**config.mk**
```make
export PLATFORM = sky130hd
export DESIGN_NAME = filled_circle_span_generator
export DESIGN_NICKNAME = d
export VERILOG_FILES = /design/src/fcsg_pkg.sv /design/src/filled_circle_span_generator.sv /design/src/fcsg_step_unit.sv
export SDC_FILE = /design/constraint.sdc
export NUM_CORES = 1
export LEC_CHECK = 0
export BUFFER_PORTS_ARGS = -buffer_cell sky130_fd_sc_hd__buf_2
export CAP_MARGIN = 40
export CORE_MARGIN = 2
export CORE_UTILIZATION = 56
export CTS_BUF_LIST = sky130_fd_sc_hd__clkbuf_2 sky130_fd_sc_hd__clkbuf_4 sky130_fd_sc_hd__clkbuf_8
export DETAILED_ROUTE_END_ITERATION = 12
export PLACE_DENSITY = 0.8
export REMOVE_ABC_BUFFERS = 1
export SYNTH_ARGS = -nofsm -noshare
export SYNTH_HDL_FRONTEND = slang
export SYNTH_SLANG_ARGS = --single-unit
```
**constraint.sdc**
```tcl
create_clock -name clk -period 5.3 [get_ports clk]
set_input_delay 0.795 -clock clk [delete_from_list [all_inputs] [get_ports clk]]
set_output_delay 0.795 -clock clk [all_outputs]
set_load 0.005 [all_outputs]
```
**src/fcsg_pkg.sv**
```systemverilog
`default_nettype none
// ----------------------------------------------------------------------------
// fcsg_pkg
// Shared widths, register indexes, sequencer states and helpers for the
// filled circle span generator.
// ----------------------------------------------------------------------------
package fcsg_pkg;

    // fixed field widths
    localparam int COORD_W = 12;
    localparam int DIM_W   = 13;
    localparam int RAD_W   = 5;
    localparam int COLOR_W = 32;
    localparam int CFG_IDX_W = 8;

    // parameter defaults
    localparam int DEF_MAX_RADIUS = 31;
    localparam int DEF_IMAGE_DIM  = 4096;
    localparam int DEF_X_W        = 5;

    // register indexes
    localparam logic [CFG_IDX_W-1:0] CFG_IMAGE_WIDTH  = 8'd0;
    localparam logic [CFG_IDX_W-1:0] CFG_IMAGE_HEIGHT = 8'd1;

    // register reset value
    localparam logic [DIM_W-1:0] CFG_DIM_RESET = 13'd4096;

    // sequencer states
    typedef enum logic [1:0] {
        ST_IDLE,
        ST_SETUP,
        ST_ROW,
        ST_SEARCH
    } state_t;

    // decision of the half width step unit
    typedef struct packed {
        logic grow;
        logic shrink;
    } step_ctl_t;

    // zero acts as one, anything above the limit acts as the limit
    function automatic logic [DIM_W-1:0] clamp_dim(
        input logic [DIM_W-1:0] v,
        input logic [DIM_W-1:0] lim
    );
        logic [DIM_W-1:0] res;
        if (v == '0)
            res = DIM_W'(1);
        else if (v > lim)
            res = lim;
        else
            res = v;
        return res;
    endfunction

endpackage
`default_nettype wire

```
**src/filled_circle_span_generator.sv**
```systemverilog
`default_nettype none
// ----------------------------------------------------------------------------
// filled_circle_span_generator
// Turns one circle command into one clipped horizontal span per image row.
// ----------------------------------------------------------------------------
// One circle is handled at a time; in_stall stays high from the accepted item
// until its last span has been placed in the output register. Each row first
// sets up its remainder, then searches the half width, then places its span in
// a final search step, which waits while the sink stalls the output register.
// A single add/compare step unit moves the half width by one per cycle. A span
// waits in the output register while the next row is searched. A circle that
// lies wholly below the image gives no span and goes from its setup state
// straight back to idle, which frees the input.
// Radii above MAX_RADIUS saturate; image sizes of zero act as one and sizes
// above IMAGE_DIM act as IMAGE_DIM.
// ----------------------------------------------------------------------------
module filled_circle_span_generator #(
    parameter int MAX_RADIUS = fcsg_pkg::DEF_MAX_RADIUS,
    parameter int IMAGE_DIM  = fcsg_pkg::DEF_IMAGE_DIM
) (
    input  wire logic                              clk,
    input  wire logic                              rst_n,
    // circle command channel
    input  wire logic                              in_valid,
    output logic                                   in_stall,
    input  wire logic [fcsg_pkg::COORD_W-1:0]      center_x,
    input  wire logic [fcsg_pkg::COORD_W-1:0]      center_y,
    input  wire logic [fcsg_pkg::RAD_W-1:0]        circle_radius,
    input  wire logic [fcsg_pkg::COLOR_W-1:0]      circle_color,
    // span channel
    output logic                                   out_valid,
    input  wire logic                              out_stall,
    output logic      [fcsg_pkg::COORD_W-1:0]      row_index,
    output logic      [fcsg_pkg::COORD_W-1:0]      span_left,
    output logic      [fcsg_pkg::COORD_W-1:0]      span_right,
    output logic                                   span_empty,
    output logic      [fcsg_pkg::COLOR_W-1:0]      fill_color,
    output logic                                   last_span,
    // register write channel
    input  wire logic                              cfg_valid,
    output logic                                   cfg_ready,
    input  wire logic [fcsg_pkg::CFG_IDX_W-1:0]    cfg_index,
    input  wire logic [fcsg_pkg::DIM_W-1:0]        cfg_data
);

    localparam int XW   = $clog2(MAX_RADIUS + 1);
    localparam int SQW  = 2 * XW;
    localparam int CW   = fcsg_pkg::COORD_W;
    localparam int DW   = fcsg_pkg::DIM_W;
    localparam logic [DW-1:0] DIM_LIM = DW'(IMAGE_DIM);
    localparam logic [fcsg_pkg::RAD_W-1:0] RAD_LIM = fcsg_pkg::RAD_W'(MAX_RADIUS);

    fcsg_pkg::state_t state_reg, state_next;

    logic [DW-1:0]                  width_reg, height_reg;
    logic [CW-1:0]                  cx_reg, cy_reg;
    logic [XW-1:0]                  r_reg;
    logic [fcsg_pkg::COLOR_W-1:0]   color_reg;
    logic [CW-1:0]                  y_reg, y_next;
    logic [CW-1:0]                  ybot_reg, ybot_next;
    logic [SQW-1:0]                 rr_reg, rr_next;
    logic [SQW-1:0]                 rem_reg, rem_next;
    logic [XW-1:0]                  x_reg;
    logic [SQW-1:0]                 sq_reg;

    logic                           out_valid_reg, out_valid_next;
    logic [CW-1:0]                  row_reg, left_reg, right_reg;
    logic                           empty_reg, last_reg;
    logic [fcsg_pkg::COLOR_W-1:0]   fcolor_reg;

    // control from the sequencer
    logic take_in, do_setup, do_row, do_step, load_out, slot_free, rows_none;

    // step unit
    fcsg_pkg::step_ctl_t step_ctl;
    logic [XW-1:0]       step_x;
    logic [SQW-1:0]      step_sq;
    logic                step_done;

    fcsg_step_unit #(
        .XW (XW)
    ) u_step (
        .x       (x_reg),
        .sq      (sq_reg),
        .rem     (rem_reg),
        .ctl     (step_ctl),
        .x_next  (step_x),
        .sq_next (step_sq)
    );

    assign step_done = !step_ctl.grow && !step_ctl.shrink;

    // saturated radius of the incoming item
    logic [fcsg_pkg::RAD_W-1:0] r_sat;
    assign r_sat = (circle_radius > RAD_LIM) ? RAD_LIM : circle_radius;

    // row range of the circle, clipped to the image height
    logic [CW-1:0] ytop;
    logic [DW-1:0] ybot_full, h_last, ybot_clip;
    always_comb
    begin
        ytop      = (cy_reg >= CW'(r_reg)) ? (cy_reg - CW'(r_reg)) : '0;
        ybot_full = {1'b0, cy_reg} + DW'(r_reg);
        h_last    = fcsg_pkg::clamp_dim(height_reg, DIM_LIM) - DW'(1);
        ybot_clip = (ybot_full > h_last) ? h_last : ybot_full;
        ybot_next = ybot_clip[CW-1:0];
        rows_none = ({1'b0, ytop} > ybot_clip);
        rr_next   = SQW'(r_reg) * SQW'(r_reg);
    end

    // remainder r*r - dy*dy for the current row
    logic [CW-1:0] dy_full;
    logic [XW-1:0] dy;
    always_comb
    begin
        dy_full  = (y_reg > cy_reg) ? (y_reg - cy_reg) : (cy_reg - y_reg);
        dy       = dy_full[XW-1:0];
        rem_next = rr_reg - SQW'(dy) * SQW'(dy);
    end

    // span ends clipped to the image width
    logic [DW-1:0] w_last, right_full, right_clip;
    logic [CW-1:0] left_clip;
    logic          empty_now;
    always_comb
    begin
        w_last     = fcsg_pkg::clamp_dim(width_reg, DIM_LIM) - DW'(1);
        left_clip  = (cx_reg >= CW'(x_reg)) ? (cx_reg - CW'(x_reg)) : '0;
        right_full = {1'b0, cx_reg} + DW'(x_reg);
        right_clip = (right_full > w_last) ? w_last : right_full;
        empty_now  = ({1'b0, left_clip} > right_clip);
    end

    // next state
    always_comb
    begin
        state_next = state_reg;
        unique case (state_reg)
            fcsg_pkg::ST_IDLE:
            begin
                if (in_valid)
                    state_next = fcsg_pkg::ST_SETUP;
            end
            fcsg_pkg::ST_SETUP:
            begin
                state_next = rows_none ? fcsg_pkg::ST_IDLE : fcsg_pkg::ST_ROW;
            end
            fcsg_pkg::ST_ROW:
            begin
                state_next = fcsg_pkg::ST_SEARCH;
            end
            fcsg_pkg::ST_SEARCH:
            begin
                if (step_done && slot_free)
                    state_next = (y_reg == ybot_reg) ? fcsg_pkg::ST_IDLE
                                                     : fcsg_pkg::ST_ROW;
            end
            default:
            begin
                state_next = fcsg_pkg::ST_IDLE;
            end
        endcase
    end

    // sequencer outputs
    always_comb
    begin
        in_stall  = 1'b1;
        take_in   = 1'b0;
        do_setup  = 1'b0;
        do_row    = 1'b0;
        do_step   = 1'b0;
        load_out  = 1'b0;
        slot_free = !out_valid_reg || !out_stall;
        unique case (state_reg)
            fcsg_pkg::ST_IDLE:
            begin
                in_stall = 1'b0;
                take_in  = in_valid;
            end
            fcsg_pkg::ST_SETUP:
            begin
                do_setup = 1'b1;
            end
            fcsg_pkg::ST_ROW:
            begin
                do_row = 1'b1;
            end
            fcsg_pkg::ST_SEARCH:
            begin
                do_step  = !step_done;
                load_out = step_done && slot_free;
            end
            default:
            begin
                in_stall = 1'b1;
            end
        endcase
    end

    assign y_next         = y_reg + CW'(1);
    assign out_valid_next = load_out || (out_valid_reg && out_stall);

    // control registers
    always_ff @(posedge clk or negedge rst_n)
    begin
        if (!rst_n)
        begin
            state_reg     <= fcsg_pkg::ST_IDLE;
            out_valid_reg <= 1'b0;
            width_reg     <= fcsg_pkg::CFG_DIM_RESET;
            height_reg    <= fcsg_pkg::CFG_DIM_RESET;
        end
        else
        begin
            state_reg     <= state_next;
            out_valid_reg <= out_valid_next;
            if (cfg_valid && cfg_ready)
            begin
                if (cfg_index == fcsg_pkg::CFG_IMAGE_WIDTH)
                    width_reg <= cfg_data;
                else if (cfg_index == fcsg_pkg::CFG_IMAGE_HEIGHT)
                    height_reg <= cfg_data;
            end
        end
    end

    // datapath registers
    always_ff @(posedge clk)
    begin
        if (take_in)
        begin
            cx_reg    <= center_x;
            cy_reg    <= center_y;
            r_reg     <= r_sat[XW-1:0];
            color_reg <= circle_color;
        end
        if (do_setup)
        begin
            y_reg    <= ytop;
            ybot_reg <= ybot_next;
            rr_reg   <= rr_next;
            x_reg    <= '0;
            sq_reg   <= '0;
        end
        if (do_row)
            rem_reg <= rem_next;
        if (do_step)
        begin
            x_reg  <= step_x;
            sq_reg <= step_sq;
        end
        if (load_out)
        begin
            row_reg    <= y_reg;
            left_reg   <= empty_now ? '0 : left_clip;
            right_reg  <= empty_now ? '0 : right_clip[CW-1:0];
            empty_reg  <= empty_now;
            fcolor_reg <= color_reg;
            last_reg   <= (y_reg == ybot_reg);
            y_reg      <= y_next;
        end
    end

    assign cfg_ready  = 1'b1;
    assign out_valid  = out_valid_reg;
    assign row_index  = row_reg;
    assign span_left  = left_reg;
    assign span_right = right_reg;
    assign span_empty = empty_reg;
    assign fill_color = fcolor_reg;
    assign last_span  = last_reg;

endmodule
`default_nettype wire

```
**src/fcsg_step_unit.sv**
```systemverilog
`default_nettype none
// ----------------------------------------------------------------------------
// fcsg_step_unit
// One step of the half width search: moves x by one toward the largest
// value whose square does not exceed the remainder, tracking x*x by adds and subtracts.
// ----------------------------------------------------------------------------
module fcsg_step_unit #(
    parameter int XW = fcsg_pkg::DEF_X_W
) (
    input  wire logic [XW-1:0]     x,
    input  wire logic [2*XW-1:0]   sq,
    input  wire logic [2*XW-1:0]   rem,
    output fcsg_pkg::step_ctl_t    ctl,
    output logic      [XW-1:0]     x_next,
    output logic      [2*XW-1:0]   sq_next
);

    localparam int SQW = 2 * XW;

    logic [SQW:0] twice_x;
    logic [SQW:0] up_sq;
    logic [SQW:0] down_sq;

    // (x+1)^2 = x^2 + 2x + 1, (x-1)^2 = x^2 - 2x + 1
    assign twice_x = {{(SQW - XW){1'b0}}, x, 1'b0};
    assign up_sq   = {1'b0, sq} + twice_x + (SQW + 1)'(1);
    assign down_sq = {1'b0, sq} - twice_x + (SQW + 1)'(1);

    // grow while the next square fits, shrink while the current one does not
    assign ctl.grow   = (up_sq <= {1'b0, rem});
    assign ctl.shrink = !ctl.grow && (sq > rem);

    always_comb
    begin
        priority if (ctl.grow)
        begin
            x_next  = x + XW'(1);
            sq_next = up_sq[SQW-1:0];
        end
        else if (ctl.shrink)
        begin
            x_next  = x - XW'(1);
            sq_next = down_sq[SQW-1:0];
        end
        else
        begin
            x_next  = x;
            sq_next = sq;
        end
    end

endmodule
`default_nettype wire

```
==> results.yml <==
run_status:
  status: "complete, but fails checks"
  violations: "negative setup slack"
critical_path:
  critical_path_class: "reg -> reg"
  critPathLaunchType: "register"
  rrSetupSlack_ns: -0.004
  critPathSlowestCell: "edfxtp_1"
  crit_top_cell: "a21o_1"
  required_ns: 5.62
  arrival_ns: 5.62
  r2r-start: "cx_reg[1]"
  max_stage_delay_ns: 0.52
  cp_max_fo: 7
  r2r_cells: 23
  path_cells: "fa_1 > nor2b_1 > o21bai_1 > a21oi_2 > o21ai_2 > xor2_1 > inv_1 > ha_1 > and3_4 > o21ai_1 > a31oi_1 > o211ai_1 > buf_4 > mux2_4 > ha_4 > a21o_1 > a21o_1 > a21o_1 > a21oi_1 > o21ai_1 > a21boi_4 > buf_4 > and2_1"
  rr_endpoint: "span_empty"
  end_kind: "register"
die:
  core_um2: 25100
  rows: 58
  initial_utilization_pct: 57.0
  die_h_um: 164
  num_io_pins: 160
  die_width_um: 164
  dieArea_um2: 26900
timing:
  setup_viol: 1
  fmax_ghz: 0.189
  fin_ws_ns: -0.00444
  final-hold-violation-count: 0
  fin_skew_ns: 0.0254
  finalMaxSlewViolations: 0
  min_period_ns: 5.30
  tightest_slew_ns: 0.787
  fin_tns_setup_ns: -0.00444
  fin_crit_sh_pct: 100
  relSlewSlack_pct: 47.0
grt:
  top_usage_layer: "met2"
  grt_max_degree: 60
  grt_use_met3_pct: 3.43
  grt_pass1_wl_um: 50100
  antenna_found_initial: 0
  grt_overflow: 0
  grt_util_met1_pct: 31.1
  grt_pass1_vias: 10300
  grt.met2_usage_pct: 40.1
  grt_use_total_pct: 23.6
layout:
  stdcell_area_um2: 17100
  antenna_cells: 0
  synthToLayoutAreaGrowth_pct: 19.7
  fill_cells: 1892
  final_core_util_pct: 68.3
  fin_nets: 1809
  drive_above_1_share_pct: 26.9
placed_design:
  dpl.hpwl_um: 24400
  placedInstanceArea_um2: 16000
  portBuffers: 158
  gp_congestion: 0.946
clocking:
  cts.clk_slew.worst_paths_ns: 0.07
  cts_made_buffers: 38
  root_buffer: "clkbuf_8"
  cts.sinks: 218
  htreeDepth: 2
  cts_tree: "done"
  cts_buffer_depth: 3
  clock_latency_ns: 0.55
synth:
  post_synth_num_cell_types: 68
  syn_inst: 1295
  async_flop_share_pct: 13.3
  synth-edff-count: 189
  ys_seq_elements: 218
  synth_flop_cell: "edfxtp_1"
  ys_seq_area_share_pct: 44.7
  syn-cell-area_um2: 14300
  syn_avg_cell_area_um2: 11.1
  yosysWarnings: 0
detailed_routing:
  drtAntennaViolNets: 0
  firstDrtPassIters: 5
  drtIter0Drc: 683
  wl_per_cell_um: 17.2
  wirelength_um: 32700
  post-route-drc-count: 0
  via_per_inst: 5.51
  vias: 10500
run:
  cap_violations: 0
min_path:
  hold_class: "in -> async"
[synthesized netlist by cell type, types with 3 or more instances]
master	n	area share (%)
o31ai_1	3	0.16
nand3_1	16	0.56
a21o_1	21	1.1
o21ai_0	47	1.6
and4_1	5	0.31
o31a_1	3	0.18
edfxtp_1	189	40
nor2_1	107	2.8
o21bai_1	10	0.52
or2_2	5	0.22
or3_1	7	0.31
nor4_1	14	0.61
mux2i_1	24	1.7
inv_1	121	3.2
nand2b_1	20	0.87
and3_1	10	0.44
a31oi_1	11	0.48
and2_1	10	0.44
nor3_1	25	0.87
a21oi_1	64	2.2
a311oi_1	4	0.24
o211ai_1	6	0.31
a211oi_1	13	0.68
or4_1	3	0.16
o311ai_0	3	0.18
nand4_1	22	0.96
fa_1	19	2.7
a21boi_0	11	0.58
dfrtp_1	27	4.7
o21a_1	17	0.89
nand2_1	46	1.2
xnor2_1	81	5.0
xor2_1	24	1.5
ha_1	163	14
buf_2	6	0.21
clkbuf_1	29	0.76
mux2_2	49	3.9
nor2b_1	21	0.92
[cell type report]
class / instances / area, µm² / share of cell area, %
multi-input cells: 918 / 7600 / 44.4
flip-flops and latches: 218 / 6400 / 37.4
repair buffers: 243 / 1490 / 8.69
clock buffers: 57 / 672 / 3.92
inverters: 121 / 454 / 2.65
well taps: 330 / 413 / 2.41
clock inverters: 13 / 104 / 0.606
[cell families after synthesis]
group	after synthesis	synth area share, %
compound gates	238	10.9
xor+xnor	105	6.42
fa+ha+maj	182	16.9
buf+inv	159	4.27
flops	218	44.7
mux	74	5.64
other cells	1	0.0262
simple gates	318	11.1
[stage by stage]
stage | hold slack [ns] | cells | setup WS [ns]
after floorplan | 0.400 | 1257 | -1.04
after global placement | 0.400 | 1816 | 0.129
after detailed placement | 0.405 | 1819 | -0.0914
after CTS | 0.269 | 1889 | 0.00413
after global routing | 0.306 | 1900 | -0.166
final | 0.286 | 1900 | -0.00444
[worst max-delay path: cells and delay by family, from the launching register on]
| kind | cells | cell delay [ns] |
|---|---|---|
| multiplexers | 1 | 0.33 |
| AND/OR/NAND/NOR | 3 | 0.49 |
| adder cells (fa/ha/maj) | 3 | 1.09 |
| flip-flops | 1 | 0.52 |
| XOR/XNOR | 1 | 0.25 |
| AO/OA/AOI/OAI | 12 | 1.89 |
| buffers and inverters | 3 | 0.47 |
[repair_timing]
action	4_1_cts	5_1_grt
setup endpoints to repair	26	29
setup buffers	0	9
cloned	0	2
resized for setup	7	68
hold buffers	0	0
endpoints found under the hold margin	0	0
pin swaps	1	23
[layer usage]
metal | part of all wire (%) | up-vias
li1 | - | 5173
met1 | 42 | 4920
met2 | 49 | 310
met3 | 5.8 | 62
met4 | 2.7 | 0
met5 | 0 | -
[cell usage in the layout, fill, tap and decap left out, types with 24 or more instances in the layout]
master	instances
nor2_1	104
clkbuf_8	39
xor2_1	24
ha_1	156
o21ai_0	38
buf_2	158
nand2_1	46
edfxtp_1	189
xnor2_1	80
nor3_1	24
dfrtp_1	26
buf_4	78
mux2_2	47
a21oi_1	56
inv_1	117
[worst max-delay path by stage]
stage / startpoint / cells after the start / end
after floorplan: width_reg[2] / 23 / span_left[10]
after global placement: width_reg[4] / 26 / span_empty
after detailed placement: width_reg[9] / 26 / span_left[7]
after CTS: width_reg[9] / 26 / span_left[7]
after global routing: cx_reg[1] / 24 / span_left[6]
final: cx_reg[1] / 23 / span_empty
Power is left out: the tool's default activity adds up to more than one toggle a clock period on the data nets, which glitch-free logic cannot reach.
